File: src/rtl/core/gcr_pkg.sv
// shared types, constants and coding functions of the gcr sector encoder
package gcr_pkg;

  localparam int unsigned CfgIdxW  = 1;
  localparam int unsigned CfgDataW = 8;

  localparam logic [CfgIdxW-1:0] REG_ID_FIRST  = 1'b0;
  localparam logic [CfgIdxW-1:0] REG_ID_SECOND = 1'b1;

  localparam logic [7:0] SYNC_BYTE = 8'hFF;
  localparam logic [7:0] GAP_BYTE  = 8'h55;
  localparam logic [7:0] HDR_MARK  = 8'h08;
  localparam logic [7:0] DATA_MARK = 8'h07;
  localparam logic [7:0] HDR_FILL  = 8'h0F;

  // output layout of the sector preamble
  localparam logic [4:0] SYNC_LEN   = 5'd5;
  localparam logic [4:0] HDR_END    = 5'd15;
  localparam logic [4:0] GAP_END    = 5'd24;
  localparam logic [4:0] HEAD_LEN   = 5'd29;
  localparam logic [4:0] GROUP_LEN  = 5'd5;

  // tail gap by track zone
  localparam logic [5:0] ZONE1_TRACK = 6'd18;
  localparam logic [5:0] ZONE2_TRACK = 6'd25;
  localparam logic [5:0] ZONE3_TRACK = 6'd31;
  localparam logic [4:0] GAP_ZONE0   = 5'd8;
  localparam logic [4:0] GAP_ZONE1   = 5'd17;
  localparam logic [4:0] GAP_ZONE2   = 5'd12;
  localparam logic [4:0] GAP_ZONE3   = 5'd9;

  typedef enum logic [1:0] {
    JOB_HEAD,
    JOB_DATA,
    JOB_TAIL
  } job_kind_e;

  // one burst of output bytes; payload bytes leave msb first
  typedef struct packed {
    job_kind_e   kind;
    logic [79:0] payload;
    logic [4:0]  len;
  } job_t;

  function automatic logic [4:0] gcr_nibble(input logic [3:0] nib);
    logic [4:0] code;
    unique case (nib)
      4'h0: code = 5'h0a;
      4'h1: code = 5'h0b;
      4'h2: code = 5'h12;
      4'h3: code = 5'h13;
      4'h4: code = 5'h0e;
      4'h5: code = 5'h0f;
      4'h6: code = 5'h16;
      4'h7: code = 5'h17;
      4'h8: code = 5'h09;
      4'h9: code = 5'h19;
      4'ha: code = 5'h1a;
      4'hb: code = 5'h1b;
      4'hc: code = 5'h0d;
      4'hd: code = 5'h1d;
      4'he: code = 5'h1e;
      4'hf: code = 5'h15;
      default: code = 5'h0a;
    endcase
    return code;
  endfunction

  function automatic logic [9:0] gcr_code(input logic [7:0] b);
    return {gcr_nibble(b[7:4]), gcr_nibble(b[3:0])};
  endfunction

endpackage

File: src/rtl/core/gcr_sector_encoder.sv
// top level of the gcr sector encoder
// Encodes one floppy sector in the group code recording format: the 256 data
// bytes enter one per transfer, byte 0 carrying the sector and track numbers.
// Byte 0 yields the preamble (5 sync bytes, the 4-to-5 coded header block of
// 10 bytes, 9 gap bytes, 5 sync bytes), 29 output transfers. Each later data
// byte is coded to 10 bits; every fourth code completes a group that leaves as
// 5 bytes, and bytes that complete no group yield no output at all. Byte 255
// closes the data block with the checksum and two zero bytes and appends a
// 0x55 tail gap of 8, 17, 12 or 9 bytes by track zone, flagged on its last
// byte by tuser. tlast marks the final output of every byte that yields output.
// Timing: a data byte that completes no group is taken whenever the pending
// slot is free or being emptied, even while earlier output is pending; one
// that completes a group occupies the emitter for its 5 output bytes, byte 0
// for its 29 and byte 255 for its 13 to 22. The single output port, one byte
// per cycle while the downstream side is ready, sets the rate. The input side
// holds one burst in a pending slot while the emitter works on the previous
// one, and the emitter refills its output register as each byte is taken.
// Disk identifiers are written over the cfg channel (index 0 first id, index
// 1 second id), which is always ready; write them only while no sector is in
// flight.
module gcr_sector_encoder (
  input  logic                         clk_i,
  input  logic                         rst_ni,
  // input stream
  input  logic                         s_axis_tvalid_i,
  output logic                         s_axis_tready_o,
  input  logic [23:0]                  s_axis_tdata_i,  // data_byte[7:0], sector_number[12:8],
                                                        // track_number[18:13], zero [23:19]
  // output stream
  output logic                         m_axis_tvalid_o,
  input  logic                         m_axis_tready_i,
  output logic [7:0]                   m_axis_tdata_o,  // gcr_byte[7:0]
  output logic                         m_axis_tlast_o,  // last_of_run
  output logic                         m_axis_tuser_o,  // sector_end[0]
  // configuration writes
  input  logic                         cfg_valid_i,
  output logic                         cfg_ready_o,
  input  logic [gcr_pkg::CfgIdxW-1:0]  cfg_index_i,
  input  logic [gcr_pkg::CfgDataW-1:0] cfg_data_i
);

  // disk identifier registers
  logic [7:0] id_first_q, id_second_q;

  // pending burst slot between framer and emitter
  logic          pend_valid_q;
  gcr_pkg::job_t pend_job_q;
  logic          pend_take;

  logic          in_xfer;
  logic          job_valid;
  gcr_pkg::job_t job;

  assign cfg_ready_o     = 1'b1;
  assign s_axis_tready_o = !pend_valid_q || pend_take;
  assign in_xfer         = s_axis_tvalid_i && s_axis_tready_o;

  always_ff @(posedge clk_i or negedge rst_ni) begin
    if (!rst_ni) begin
      id_first_q  <= 8'd0;
      id_second_q <= 8'd0;
    end else if (cfg_valid_i) begin
      unique case (cfg_index_i)
        gcr_pkg::REG_ID_FIRST:  id_first_q  <= cfg_data_i;
        gcr_pkg::REG_ID_SECOND: id_second_q <= cfg_data_i;
        default: ;
      endcase
    end
  end

  // position, checksum and code packing; builds one burst per producing byte
  gcr_framer u_framer (
    .clk_i       (clk_i),
    .rst_ni      (rst_ni),
    .accept_i    (in_xfer),
    .data_i      (s_axis_tdata_i[7:0]),
    .sector_i    (s_axis_tdata_i[12:8]),
    .track_i     (s_axis_tdata_i[18:13]),
    .id_first_i  (id_first_q),
    .id_second_i (id_second_q),
    .job_valid_o (job_valid),
    .job_o       (job)
  );

  // a new burst may land in the slot the same cycle the emitter takes the old one
  always_ff @(posedge clk_i or negedge rst_ni) begin
    if (!rst_ni) begin
      pend_valid_q <= 1'b0;
    end else if (in_xfer && job_valid) begin
      pend_valid_q <= 1'b1;
    end else if (pend_take) begin
      pend_valid_q <= 1'b0;
    end
  end

  always_ff @(posedge clk_i) begin
    if (in_xfer && job_valid) begin
      pend_job_q <= job;
    end
  end

  gcr_emitter u_emitter (
    .clk_i        (clk_i),
    .rst_ni       (rst_ni),
    .pend_valid_i (pend_valid_q),
    .pend_job_i   (pend_job_q),
    .pend_take_o  (pend_take),
    .out_valid_o  (m_axis_tvalid_o),
    .out_ready_i  (m_axis_tready_i),
    .out_byte_o   (m_axis_tdata_o),
    .out_last_o   (m_axis_tlast_o),
    .out_end_o    (m_axis_tuser_o)
  );

endmodule

File: src/rtl/core/gcr_framer.sv
// sector position tracking, checksum, code packing and burst building
module gcr_framer (
  input  logic                 clk_i,
  input  logic                 rst_ni,
  input  logic                 accept_i,
  input  logic [7:0]           data_i,
  input  logic [4:0]           sector_i,
  input  logic [5:0]           track_i,
  input  logic [7:0]           id_first_i,
  input  logic [7:0]           id_second_i,
  output logic                 job_valid_o,
  output gcr_pkg::job_t        job_o
);

  logic [7:0]  pos_q, pos_d;
  logic [7:0]  chk_q, chk_d;
  logic [29:0] pend_q, pend_d;
  logic [5:0]  track_q, track_d;

  logic        first, last, group_full;
  logic [7:0]  hdr_check;
  logic [9:0]  data_code;
  logic [4:0]  gap_len;

  assign first      = (pos_q == 8'd0);
  assign last       = (pos_q == 8'd255);
  assign group_full = !first && (pos_q[1:0] == 2'd2);
  assign hdr_check  = {3'b0, sector_i} ^ {2'b0, track_i} ^ id_first_i ^ id_second_i;
  assign data_code  = gcr_pkg::gcr_code(data_i);

  always_comb begin
    priority if (track_q < gcr_pkg::ZONE1_TRACK) gap_len = gcr_pkg::GAP_ZONE0;
    else if (track_q < gcr_pkg::ZONE2_TRACK)     gap_len = gcr_pkg::GAP_ZONE1;
    else if (track_q < gcr_pkg::ZONE3_TRACK)     gap_len = gcr_pkg::GAP_ZONE2;
    else                                         gap_len = gcr_pkg::GAP_ZONE3;
  end

  always_comb begin
    chk_d   = (first ? 8'd0 : chk_q) ^ data_i;
    track_d = first ? track_i : track_q;
    pos_d   = pos_q + 8'd1;
    pend_d  = {pend_q[19:0], data_code};
    job_valid_o   = first || group_full || last;
    job_o.kind    = gcr_pkg::JOB_DATA;
    job_o.len     = gcr_pkg::GROUP_LEN;
    job_o.payload = {pend_q, data_code, 40'b0};
    if (first) begin
      job_o.kind    = gcr_pkg::JOB_HEAD;
      job_o.len     = gcr_pkg::HEAD_LEN;
      job_o.payload = {gcr_pkg::gcr_code(gcr_pkg::HDR_MARK), gcr_pkg::gcr_code(hdr_check),
                       gcr_pkg::gcr_code({3'b0, sector_i}), gcr_pkg::gcr_code({2'b0, track_i}),
                       gcr_pkg::gcr_code(id_second_i), gcr_pkg::gcr_code(id_first_i),
                       gcr_pkg::gcr_code(gcr_pkg::HDR_FILL),
                       gcr_pkg::gcr_code(gcr_pkg::HDR_FILL)};
      // data mark and byte 0 wait for two more codes
      pend_d = {10'b0, gcr_pkg::gcr_code(gcr_pkg::DATA_MARK), data_code};
    end else if (last) begin
      // group is empty here: byte 255, checksum and two zero bytes close it
      job_o.kind    = gcr_pkg::JOB_TAIL;
      job_o.len     = gcr_pkg::GROUP_LEN + gap_len;
      job_o.payload = {data_code, gcr_pkg::gcr_code(chk_d), gcr_pkg::gcr_code(8'd0),
                       gcr_pkg::gcr_code(8'd0), 40'b0};
      pend_d = 30'b0;
      pos_d  = 8'd0;
    end else if (group_full) begin
      pend_d = 30'b0;
    end
  end

  always_ff @(posedge clk_i or negedge rst_ni) begin
    if (!rst_ni) begin
      pos_q   <= 8'd0;
      chk_q   <= 8'd0;
      pend_q  <= 30'b0;
      track_q <= 6'd0;
    end else if (accept_i) begin
      pos_q   <= pos_d;
      chk_q   <= chk_d;
      pend_q  <= pend_d;
      track_q <= track_d;
    end
  end

endmodule

File: src/rtl/core/gcr_emitter.sv
// walks one burst at a time and drives the registered output stage
module gcr_emitter (
  input  logic          clk_i,
  input  logic          rst_ni,
  input  logic          pend_valid_i,
  input  gcr_pkg::job_t pend_job_i,
  output logic          pend_take_o,
  output logic          out_valid_o,
  input  logic          out_ready_i,
  output logic [7:0]    out_byte_o,
  output logic          out_last_o,
  output logic          out_end_o
);

  logic           act_q;
  gcr_pkg::job_t  job_q;
  logic [4:0]     idx_q;
  logic           ov_q;
  logic [7:0]     obyte_q;
  logic           olast_q, oend_q;

  logic           fire, done, load;
  logic [3:0]     bsel;
  logic [9:0][7:0] pbytes;
  logic [7:0]     pbyte, next_byte;

  assign fire        = act_q && (!ov_q || out_ready_i);
  assign done        = (idx_q == job_q.len - 5'd1);
  assign load        = !act_q || (fire && done);
  assign pend_take_o = pend_valid_i && load;

  assign pbytes = job_q.payload;
  assign bsel   = (job_q.kind == gcr_pkg::JOB_HEAD) ? 4'(idx_q - gcr_pkg::SYNC_LEN)
                                                    : idx_q[3:0];
  assign pbyte  = pbytes[4'd9 - bsel];

  always_comb begin
    unique case (job_q.kind)
      gcr_pkg::JOB_HEAD: begin
        priority if (idx_q < gcr_pkg::SYNC_LEN) next_byte = gcr_pkg::SYNC_BYTE;
        else if (idx_q < gcr_pkg::HDR_END)      next_byte = pbyte;
        else if (idx_q < gcr_pkg::GAP_END)      next_byte = gcr_pkg::GAP_BYTE;
        else                                    next_byte = gcr_pkg::SYNC_BYTE;
      end
      gcr_pkg::JOB_TAIL: begin
        next_byte = (idx_q < gcr_pkg::GROUP_LEN) ? pbyte : gcr_pkg::GAP_BYTE;
      end
      default: next_byte = pbyte;
    endcase
  end

  always_ff @(posedge clk_i or negedge rst_ni) begin
    if (!rst_ni) begin
      act_q <= 1'b0;
      idx_q <= 5'd0;
      ov_q  <= 1'b0;
    end else begin
      if (load) begin
        act_q <= pend_valid_i;
        idx_q <= 5'd0;
      end else if (fire) begin
        idx_q <= idx_q + 5'd1;
      end
      if (fire) begin
        ov_q <= 1'b1;
      end else if (out_ready_i) begin
        ov_q <= 1'b0;
      end
    end
  end

  always_ff @(posedge clk_i) begin
    if (load) begin
      job_q <= pend_job_i;
    end
    if (fire) begin
      obyte_q <= next_byte;
      olast_q <= done;
      oend_q  <= done && (job_q.kind == gcr_pkg::JOB_TAIL);
    end
  end

  assign out_valid_o = ov_q;
  assign out_byte_o  = obyte_q;
  assign out_last_o  = olast_q;
  assign out_end_o   = oend_q;

endmodule

File: config.mk
export PLATFORM = sky130hd
export DESIGN_NAME = gcr_sector_encoder
export DESIGN_NICKNAME = d
export VERILOG_FILES = /design/src/rtl/core/gcr_pkg.sv /design/src/rtl/core/gcr_sector_encoder.sv /design/src/rtl/core/gcr_framer.sv /design/src/rtl/core/gcr_emitter.sv
export SDC_FILE = /design/constraint.sdc
export NUM_CORES = 1
export LEC_CHECK = 0
export ABC_AREA = 1
export BUFFER_PORTS_ARGS = -buffer_cell sky130_fd_sc_hd__buf_2
export CAP_MARGIN = 10
export CORE_ASPECT_RATIO = 0.8
export CORE_MARGIN = 2
export CORE_UTILIZATION = 55
export DETAILED_ROUTE_END_ITERATION = 10
export PLACE_DENSITY = 0.73
export SLEW_MARGIN = 0
export SYNTH_ARGS = -nofsm -noshare
export SYNTH_HDL_FRONTEND = slang
export SYNTH_SLANG_ARGS = --single-unit
File: constraint.sdc
create_clock -name clk_i -period 11 [get_ports clk_i]
set_input_delay 1.1 -clock clk_i [delete_from_list [all_inputs] [get_ports clk_i]]
set_output_delay 1.1 -clock clk_i [all_outputs]
set_load 0.03 [all_outputs]
# == Word level (Yosys, flattened, before mapping) ==
# Memory sizes are Yosys's and may differ from the RTL's.
# Index checks and enable logic that the tools add are counted.
# totals
reg_bits,260
rom_bits,960
inputBits,38
out_inout_bits,13
memories,12
# memory_table
name,words,word_bits,rd,rd_ports_with_merged_regs,write_ports,line_no,rtl
(name not given),16,5,1,0,0,gcr_pkg.sv:47,unique case (nib)
(name not given),16,5,1,0,0,gcr_pkg.sv:47,
(name not given),16,5,1,0,0,gcr_pkg.sv:47,
(name not given),16,5,1,0,0,gcr_pkg.sv:47,
(name not given),16,5,1,0,0,gcr_pkg.sv:47,
(name not given),16,5,1,0,0,gcr_pkg.sv:47,
6 more memories,n/a,n/a,n/a,n/a,n/a,n/a,
# classes
n_addsub,6
magnitude_cmp,7
n_eq_ne,7
muxes,27
n_bitwise,7
n_reduce_logical,26
# op_table
op,count
30-bit 2-to-1 mux,3
87-bit 2-to-1 mux,1
75-bit 2-to-1 mux,1
8-bit 2-to-1 mux,8
8-bit binary-select mux with 4-bit select,1
8-bit XOR,3
5-bit 2-to-1 mux,4
5-bit one-hot mux with 4 select lines,1
"6-bit by 5-bit < comparator with 1-bit output, second input constant",3
8-bit one-hot mux with 2 select lines,1
5-bit one-hot mux with 2 select lines,1
"8-bit by 1-bit adder with 8-bit output, second input constant",1
"2-bit == test, second input constant",4
"8-bit == test, second input constant",1
8-bit zero test,1
1-bit logical AND,7
2-bit AND reduction,3
2-bit nonzero test,3
5-bit by 6-bit XOR with 6-bit output,1
"3-bit by 5-bit adder with 5-bit output, first input constant",1
"5-bit by 1-bit adder with 5-bit output, second input constant",1
5-bit == test,1
1-bit logical OR,5
"4-bit by 5-bit < comparator with 1-bit output, second input constant",1
14 further kinds,23

# == Logic depth before layout (Yosys ltp) ==
# Gate-level depths: netlist of the first run.
# logic_depth
ltp_word,10
depth_mapped,15

# == Modules after synthesis ==
# Synthesis of the first run repeated with hierarchy kept, for this count alone.
# unflattened
hier_cells,1146
hier_area_um2,11962.7
# modules_own_cells
mod,n_inst,cells_each,area_each_um2,seq_area_each_um2
gcr_emitter,1,421,4683.2,3088.0
gcr_framer,1,557,3936.3,1301.2
gcr_sector_encoder,1,168,3343.2,3037.9

# == Worst setup path before layout of the first run ==
# Ideal clock, no wire load.
# synth_timing
kind,input to register
start,input m_axis_tready_i
end,"register pend_job_q[0] (netlist name), enable pin"
arrival_time_ns,4.594
t_required_ns,10.505
path_slack_ns,5.911
path_stages,8
n_path_buf,2
path_cell_list,nor2_1 inv_1 nand3_2 nand3_2 nand2_1 buf_6 buf_6 nor2_1
# synth_between
elab_chain_cells,8
# synth_lines
element,line_no,rtl
start: declaration,gcr_sector_encoder.sv:31,"input logic m_axis_tready_i,"
1-bit logical OR,gcr_emitter.sv:27,assign fire = act_q && (!ov_q || out_ready_i);
1-bit logical AND,gcr_emitter.sv:27,
1-bit logical AND,gcr_emitter.sv:29,assign load = !act_q || (fire && done);
1-bit logical OR,gcr_emitter.sv:29,
1-bit logical AND,gcr_emitter.sv:30,assign pend_take_o = pend_valid_i && load;
1-bit logical OR,gcr_sector_encoder.sv:55,assign s_axis_tready_o = !pend_valid_q || pend_take;
1-bit logical AND,gcr_sector_encoder.sv:56,assign in_xfer = s_axis_tvalid_i && s_axis_tready_o;
1-bit logical AND,gcr_sector_encoder.sv:97,if (in_xfer && job_valid) begin
end signal: assignment,gcr_sector_encoder.sv:98,pend_job_q <= job;
end: declaration,gcr_sector_encoder.sv:47,gcr_pkg::job_t pend_job_q;
# No other way between the ends.
# A chain may end at the register's enable or synchronous reset.

# == Worst setup path after layout of the first run ==
# layout_timing
start,register u_framer.pos_q[0]
end,"register pend_job_q[37] (netlist name), enable pin"
# layout_between
elab_chain_cells,6
elab_cells_between_ends,8
classes_between,eq/ne: 2; reduce/logical: 6
# layout_lines
element,line_no,rtl
start: declaration,gcr_framer.sv:15,"logic [7:0] pos_q, pos_d;"
start signal: assignment,gcr_framer.sv:77,pos_q <= pos_d;
8-bit zero test,gcr_framer.sv:25,assign first = (pos_q == 8'd0);
1-bit zero test,gcr_framer.sv:27,assign group_full = !first && (pos_q[1:0] == 2'd2);
1-bit logical AND,gcr_framer.sv:27,
1-bit logical OR,gcr_framer.sv:43,job_valid_o = first || group_full || last;
1-bit logical OR (*),gcr_framer.sv:43,
1-bit logical AND (*),gcr_sector_encoder.sv:97,
# Mark *: on every way between the ends. The rest lies on a longest branch, timed or not.

==> flow_summary.yaml, run 1 <==
outcome:
  status: "finished clean"
timing:
  maxSlewViolCount: 0
  max_freq_mhz: 249
  finalHoldViolCount: 0
  worst_pin_slew_ps: 1150
  slew_headroom_pct: 23.5
  fin_crit_ps: 4020
  holdWs_ps: 415
  setup_viol: 0
  fin_crit_sh_pct: 36.6
  fin_setup_tns_ps: 0
  finalClockSkew_ps: 23.4
  rsz0062_at_grt: "no"
clocking:
  numCtsBuffers: 22
  postCtsSetupRepairBufs: 0
  cts_root_buf: "clkbuf_16"
  clock_sinks: 222
  clkTransAtPathRegs_ps: 60
  ctsHtreeMaxLevel: 1
  ctsResizeCount: 0
  cts_tree: "built"
  clk_path_buf_depth: 3
  postCtsHoldBufs: 0
  clk_latency_ps: 520
floorplan:
  start_util_pct: 56.2
  dieWidth_um: 156
  core-area_mm2: 0.0182
  die-area_mm2: 0.0197
  boundaryPins: 51
  die-height_um: 126
  rows: 44
critical_path:
  required_ps: 11130
  worstPathMaxFanout: 68
  critical_path_arrival_ps: 4150
  crit_path_end_kind: "flip-flop"
  start_kind: "flip-flop"
  worst-setup-path-type: "reg -> reg"
place:
  io_buffers: 44
  gp_congestion: 0.872
  dp_hpwl_mm: 14.5
synthesis:
  netlist_instances: 1020
  ys_warn_count: 0
  synth-edff-count: 146
  synth_seq_cells: 222
  syn_area_mm2: 0.0102
  avgSynthCellArea_um2: 10.0
  synth_top_area_share_pct: 43.0
  synth_top_area_cell: "edfxtp_1"
  syn_nets: 1067
  seq_area_frac_synth_pct: 61.6
  ys_top_cells_by_area: "edfxtp_1 43%, dfrtp_1 19%, nand2_1 11%, o21ai_2 3.2%, nor2_1 3.1%"
  synth_flop_cell: "edfxtp_1"
  synth-async-reset-ratio_pct: 34.2
  yosysUniqueCellTypes: 39
routing:
  viasPerCell: 5.48
  drt_iter0_drc: 727
  drc: 0
  via_count: 7100
  dr.pass1.iters: 6
  antenna_left: 0
  routed_wirelength_mm: 21.8
  wl_per_cell_um: 16.8
layout:
  multiInputGateArea_mm2: 0.00337
  n_fill_cell: 1475
  fin_nets: 1098
  layout_commonest_cell: "nand2_1"
  area_growth_pct: 9.63
  drive_above_1_share_pct: 13.3
  layout_common_cells: "292 x nand2_1, 146 x edfxtp_1, 84 x nor2_1"
  diodes: 0
  register_area_mm2: 0.00629
power:
  powerDensity_mw_per_mm2: 281
  vdd_drop_max_mv: 0.150
  p_leak_nw: 4.74
grt:
  grt_max_degree: 93
  grt_pass1_wl_mm: 34.9
  antenna_found_initial: 0
  grt_overflow: 0
  grt_usage_pct: 22.9
  first_global_vias: 6615
min_path:
  hp-class: "reg -> reg"
job:
  max-cap-violations: 0
## stage by stage
step | setup WS [ps] | std cells | utilization, % | total power, mW | instance area [um2]
final | 6980 | 1295 | 61.6 | 3.15 | 11200
after floorplan | 5910 | 1020 | - | 2.16 | 10200
after global placement | 7090 | 1257 | 57.8 | 2.41 | 10500
after detailed placement | 7070 | 1257 | 57.8 | 2.43 | 10500
after CTS | 7000 | 1295 | 61.6 | 3.15 | 11200
after global routing | 6720 | 1295 | 61.6 | 3.37 | 11200
## cells in the mapped netlist, drive strengths merged (10+ instances only)
library cell,number
a21oi,53
buf,32
dfrtp,76
edfxtp,146
inv,82
nand2,295
nand3,52
nor2,87
o211ai,10
o21ai,94
xnor2,11
xor2,23
## path summary, 6_finish.rpt
kind	startpoint	endpoint	slack [ps]	cells after the start
setup / recovery	u_framer.pos_q[0]$_DFFE_PN0P_	pend_job_q[37]$_SDFFCE_PN0P_	6980	9
hold / removal	pend_job_q[30]$_SDFFCE_PN0P_	u_emitter.pbytes[25]$_DFFE_PN_	420	0
setup reg to reg	u_framer.pos_q[0]$_DFFE_PN0P_	pend_job_q[37]$_SDFFCE_PN0P_	6980	9
hold reg to reg	pend_job_q[30]$_SDFFCE_PN0P_	u_emitter.pbytes[25]$_DFFE_PN_	420	0
max in group asynchronous	rst_ni	u_emitter.idx_q[4]$_DFFE_PN0P_	9590	1
min in group asynchronous	rst_ni	u_framer.pend_q[19]$_DFFE_PN0P_	750	1
## state kept, by name (all words and copies together), names as in the netlist
name                   count
u_emitter.out_end_o        1
u_emitter.out_byte_o       8
u_emitter.out_last_o       1
id_second_q                8
u_framer.pos_q             8
pend_valid_q               1
u_emitter.idx_q            5
u_framer.track_q           6
u_framer.pend_q           30
u_emitter.act_q            1
id_first_q                 8
pend_job_q                68
u_emitter.job_q            7
u_framer.chk_q             8
u_emitter.out_valid_o      1
u_emitter.pbytes          61
## metal layers
layer | up-vias | GRT usage (%) | part of all wire, %
met5 | - | 0 | 0
met4 | 0 | 7.61 | 3.1
met3 | 55 | 3.48 | 7.7
met2 | 274 | 33.4 | 44
met1 | 3311 | 35.4 | 46
li1 | 3460 | - | -
## final cells by class
| cell class | instances | share of cell area [%] |
|---|---|---|
| inverters | 82 | 2.75 |
| flip-flops and latches | 222 | 56.2 |
| clock buffers | 25 | 5.21 |
| repair buffers | 48 | 2.26 |
| multi-input cells | 675 | 30.2 |
| well taps | 230 | 2.57 |
| clock inverters | 13 | 0.839 |
## logic make-up (layout without fill, tap and decap cells)
kind of cell,count (synthesis),after routing,synth area share (%)
AOI/OAI and AO/OA,171,171,10.3
adders and majority gates,9,9,1.10
buffers and inverters,123,168,5.49
other,1,1,0.0368
xor gates and xnor gates,34,34,2.99
and+or+nand+nor,460,460,18.5
DFF,222,222,61.6
## worst max-delay path: stages, from the launching register on
cell and delay [ps]:
dfrtp_1 420, inv_1 110, ha_1 160, inv_1 50
nor3_2 140, nand3_2 790, nand2_2 880, nor2_1 230
nor2_4 140, buf_4 670
## power by group
part | internal [mW] | switching [mW] | total, mW | leakage [nW]
Clock | 0.403 | 0.309 | 0.712 | 0.326
Combinational | 0.345 | 0.795 | 1.14 | 2.13
Sequential | 1.17 | 0.123 | 1.30 | 2.29
Power figures use the tool's default switching activity.
==> run 2: changes to the inputs <==
clock period = 3.82 ns   (was 11 ns; I/O delays follow)
==> flow_summary.yaml, run 2 (synthesized netlist as in run 1, its figures left out) <==
layout:
  largest_reg_flops: 68
  drive_above_1_share_pct: 14.0
  final_util_pct: 62.0
  top_register: "pend_job_q"
  final_area_mm2: 0.0113
  fin_nets: 1104
  final_cells: 1303
  n_fill_cell: 1464
  area_growth_pct: 10.3
  diodes: 0
  layout_commonest_cell: "nand2_1"
  layout_common_cells: "292 x nand2_1, 146 x edfxtp_1, 84 x nor2_1"
timing:
  maxSlewViolCount: 0
  setup_viol: 0
  slew_headroom_pct: 30.4
  fin_crit_sh_pct: 74.2
  worst_pin_slew_ps: 1040
  finalClockSkew_ps: 26.3
  finalHoldViolCount: 0
  fin_crit_ps: 2840
  max_freq_mhz: 353
  rsz0062_at_grt: "no"
  fin_setup_tns_ps: 0
  worst_slack_ps: 985
place:
  dp_cells: 1263
  gp_congestion: 0.941
  place_ws_ps: 1030
  place_area_mm2: 0.0106
  dp_hpwl_mm: 14.8
  io_buffers: 44
floorplan:
  start_util_pct: 56.2
  rows: 44
  dieWidth_um: 156
  die-area_mm2: 0.0197
  die-height_um: 126
  core-area_mm2: 0.0182
  boundaryPins: 51
power:
  vdd_drop_max_mv: 0.487
  p_sw_mw: 3.53
  p_leak_nw: 4.79
  p_int_mw: 5.53
  powerDensity_mw_per_mm2: 805
  pwr-share-seq_pct: 41.1
  pwr-share-comb_pct: 36.5
  clockPowerShare_pct: 22.5
  swShare_pct: 39.0
grt:
  grt_pass1_wl_mm: 34.8
  grt_use_met3_pct: 3.79
  busiest_layer: "met1"
  antenna_found_initial: 1
  met2_usage_pct: 34.1
  use_met1_pct: 34.3
  first_global_vias: 6642
  grt_usage_pct: 22.8
  grt_overflow: 0
  grt_max_degree: 77
critical_path:
  worstPathMaxFanout: 10
  required_ps: 4060
  worst-setup-path-type: "reg -> reg"
  critical_path_arrival_ps: 3080
  slowest_delay_ps: 510
  cp_cell_sequence: "inv_2 -> ha_1 -> inv_1 -> nand2_1 -> o21ai_1 -> inv_1 -> ha_1 -> xor2_1 -> xor2_2 -> inv_1 -> o211ai_1 -> nand3_1"
  crit_top_cell: "inv_1"
  crit_path_end_kind: "flip-flop"
  slowest_stage: "dfrtp_1"
  start_kind: "flip-flop"
routing:
  drt_iter0_drc: 691
  via_count: 7115
  drc: 0
  routed_wirelength_mm: 21.7
  wl_per_cell_um: 16.7
  antenna_left: 0
  dr.pass1.iters: 7
  viasPerCell: 5.46
clocking:
  cts_root_buf: "clkbuf_16"
  ctsHtreeMaxLevel: 1
  clk_path_buf_depth: 3
  clkTransAtPathRegs_ps: 60
  postCtsHoldBufs: 0
  cts_tree: "built"
  postCtsSetupRepairBufs: 0
  clock_sinks: 222
  numCtsBuffers: 22
  ctsResizeCount: 0
  clk_latency_ps: 520
job:
  max-cap-violations: 0
outcome:
  status: "finished clean"
min_path:
  hp-class: "in -> async"
-- run 2: metal layers --
metal	routed length (um)	share of wire (%)
met1	9870	45
met2	9530	44
met3	1670	7.7
met4	671	3.1
met5	0	0
-- run 2: area by class of cell --
type | instances | area (um2) | area share (%)
clock buffer | 23 | 554 | 4.92
multi-input combinational | 675 | 3370 | 30.0
clock inverter | 17 | 124 | 1.10
tap | 230 | 288 | 2.56
sequential | 222 | 6290 | 55.8
inverter | 82 | 308 | 2.73
timing repair buffer | 54 | 323 | 2.87
-- run 2: through the flow --
step / total power [mW] / hold WS (ps)
floorplan: 6.21 / 86.4
global placement: 6.96 / 402
detailed placement: 7.03 / 405
CTS: 9.08 / 73.4
global route: 9.70 / 107
finish: 9.06 / 20.4
-- run 2: path summary, 6_finish.rpt --
kind	start	to	slack, ps	depth (start not counted)
min in group clk_i	cfg_data_i[0]	id_first_q[0]$_DFFE_PN0P_	140	3
max in group asynchronous	rst_ni	pend_valid_q$_DFFE_PN0P_	3120	1
worst min-delay path	rst_ni	u_framer.pend_q[18]$_DFFE_PN0P_	20	1
worst min register to register	pend_job_q[51]$_SDFFCE_PP1P_	u_emitter.pbytes[46]$_DFFE_PN_	410	0
worst max register to register	u_emitter.idx_q[0]$_DFFE_PN0P_	u_emitter.out_byte_o[0]$_DFFE_PP_	980	12
worst max-delay path	u_emitter.idx_q[0]$_DFFE_PN0P_	u_emitter.out_byte_o[0]$_DFFE_PP_	980	12
-- run 2: critical path, delay by kind of cell (launching register included) --
family	cells	cell delay [ps]
AOI/OAI and AO/OA	2	260
and+or+nand+nor	2	150
adders and majority gates	2	520
xor gates and xnor gates	2	650
DFF	1	510
buffers and inverters	4	480
-- run 2: power groups by stage --
stage / combinational (mW) / sequential [mW] / clock [mW]
2_1_floorplan: 2.47 / 3.74 / 0
3_5_place_dp: 3.27 / 3.76 / 0
3_3_place_gp: 3.22 / 3.74 / 0
5_1_grt: 3.75 / 3.78 / 2.17
6_report: 3.31 / 3.72 / 2.04
4_1_cts: 3.29 / 3.72 / 2.07
==> run 3: changes to the inputs <==
PLACE_DENSITY = 0.76   (was 0.73)
clock period = 2.4 ns   (was 3.82 ns; I/O delays follow)
==> flow_summary.yaml, run 3 (synthesized netlist as in run 1, its figures left out) <==
outcome:
  status: "finished clean"
clocking:
  cts_root_buf: "clkbuf_16"
  clkTransAtPathRegs_ps: 60
  numCtsBuffers: 22
  clk_latency_ps: 500
  clock_sinks: 222
  clk_path_buf_depth: 3
  ctsHtreeMaxLevel: 1
  cts_tree: "built"
critical_path:
  worstPathMaxFanout: 5
  critical_path_arrival_ps: 2050
  crit_path_end_kind: "output port"
  r2r_end: "u_emitter.out_byte_o[6]$_DFFE_PP_"
  worst-setup-path-type: "reg -> out"
  ff2ff_path_depth: 13
  r2r_start: "u_emitter.idx_q[1]$_DFFE_PN0P_"
  start_kind: "flip-flop"
  rrSetupSlack_ps: 120
  required_ps: 2160
routing:
  drt_iter0_drc: 631
  antenna_left: 0
  dr.pass1.iters: 5
  viasPerCell: 5.50
  via_count: 7354
  wl_per_cell_um: 16.9
  routed_wirelength_mm: 22.6
  drc: 0
timing:
  slew_headroom_pct: 62.8
  setup_viol: 0
  finalHoldViolCount: 0
  worst_pin_slew_ps: 556
  finalClockSkew_ps: 11.7
  max_freq_mhz: 436
  fin_crit_ps: 2290
  maxSlewViolCount: 0
  fin_crit_sh_pct: 95.6
layout:
  fin_nets: 1138
  top_register: "pend_job_q"
  diodes: 0
  n_fill_cell: 1413
  layout_common_cells: "292 x nand2_1, 146 x edfxtp_1, 79 x nor2_1"
  largest_reg_flops: 68
  final_util_pct: 64.4
  final_area_mm2: 0.0117
  layout_commonest_cell: "nand2_1"
  register_area_mm2: 0.00629
  multiInputGateArea_mm2: 0.00346
  drive_above_1_share_pct: 17.6
  area_growth_pct: 14.7
grt:
  antenna_found_initial: 0
  grt_max_degree: 92
  grt_pass1_wl_mm: 35.7
  first_global_vias: 6773
  grt_usage_pct: 23.4
  grt_overflow: 0
floorplan:
  boundaryPins: 51
  die-height_um: 126
  die-area_mm2: 0.0197
  dieWidth_um: 156
  start_util_pct: 56.2
  core-area_mm2: 0.0182
  rows: 44
place:
  gp_congestion: 0.927
  dp_hpwl_mm: 15.2
  io_buffers: 44
  place_area_mm2: 0.0108
power:
  vdd_drop_max_mv: 0.740
  p_leak_nw: 4.98
  powerDensity_mw_per_mm2: 1310
min_path:
  hold_start: "cfg_data_i[0]"
  min_to: "id_second_q[0]$_DFFE_PN0P_"
  hold_depth: 3
  hp-class: "in -> reg"
job:
  max-cap-violations: 0
-- run 3: through the flow --
stage               setup WS [ps]  setup TNS, ps  hold slack, ps  cells  power, mW
floorplan                    -529         -36250           -55.6   1020       9.92
global placement              109              0             213   1284       11.4
detailed placement           19.4              0             210   1284       11.5
CTS                          2.19              0           0.364   1324       15.0
global route                -17.1          -29.2            24.5   1336       16.3
finish                        106              0            10.6   1336       15.3
-- run 3: layout make-up --
cell class	count	share of cell area, %
Multi-Input combinational cell	676	29.6
Inverter	82	2.65
Clock inverter	13	0.984
Tap cell	230	2.46
Sequential cell	222	53.7
Clock buffer	26	5.02
Timing Repair Buffer	87	5.54
-- run 3: worst max-delay path by stage --
stage                                               from                                 to  slack, ps  cells past startpoint
final                       u_emitter.job_q[0]$_DFFE_PN_                    s_axis_tready_o        110                     10
after global routing       u_emitter.job_q[86]$_DFFE_PN_  u_emitter.out_byte_o[2]$_DFFE_PP_        -20                     12
after CTS                 u_emitter.idx_q[0]$_DFFE_PN0P_  u_emitter.out_byte_o[2]$_DFFE_PP_          2                     13
after detailed placement  u_emitter.idx_q[0]$_DFFE_PN0P_  u_emitter.out_byte_o[2]$_DFFE_PP_         20                     13
after global placement    u_emitter.idx_q[0]$_DFFE_PN0P_  u_emitter.out_byte_o[2]$_DFFE_PP_        110                     13
after floorplan             u_emitter.job_q[0]$_DFFE_PN_        pend_job_q[0]$_SDFFCE_PP1P_       -530                     13
-- run 3: worst max-delay path, stage by stage (launching register included) --
cell and delay (ps):
edfxtp_1 410, inv_2 110, ha_4 210, nand2_1 60
nand2_1 60, nor2_2 70, nand2_1 80, nor2_4 120
nand3_4 120, nand3_4 160, buf_6 160
-- run 3: timing repair --
item,4_1_cts,5_1_grt
pin swaps,2,2
endpoints found under the setup margin,2,82
gates resized for setup,3,15
setup buffers,0,11
cloned,0,1
endpoints found under the hold margin,33,0
hold buffers,2,0
-- run 3: routing by layer --
layer / track usage [%] / routed length, um
met5: 0 / 0
met4: 4.70 / 314
met3: 4.27 / 1800
met2: 35.1 / 10200
met1: 36.1 / 10300
-- run 3: power breakdown --
part	leakage [nW]	internal (mW)	switching, mW
sequential	2.29	5.36	0.542
combinational	2.36	2.17	3.91
clock	0.338	1.96	1.38
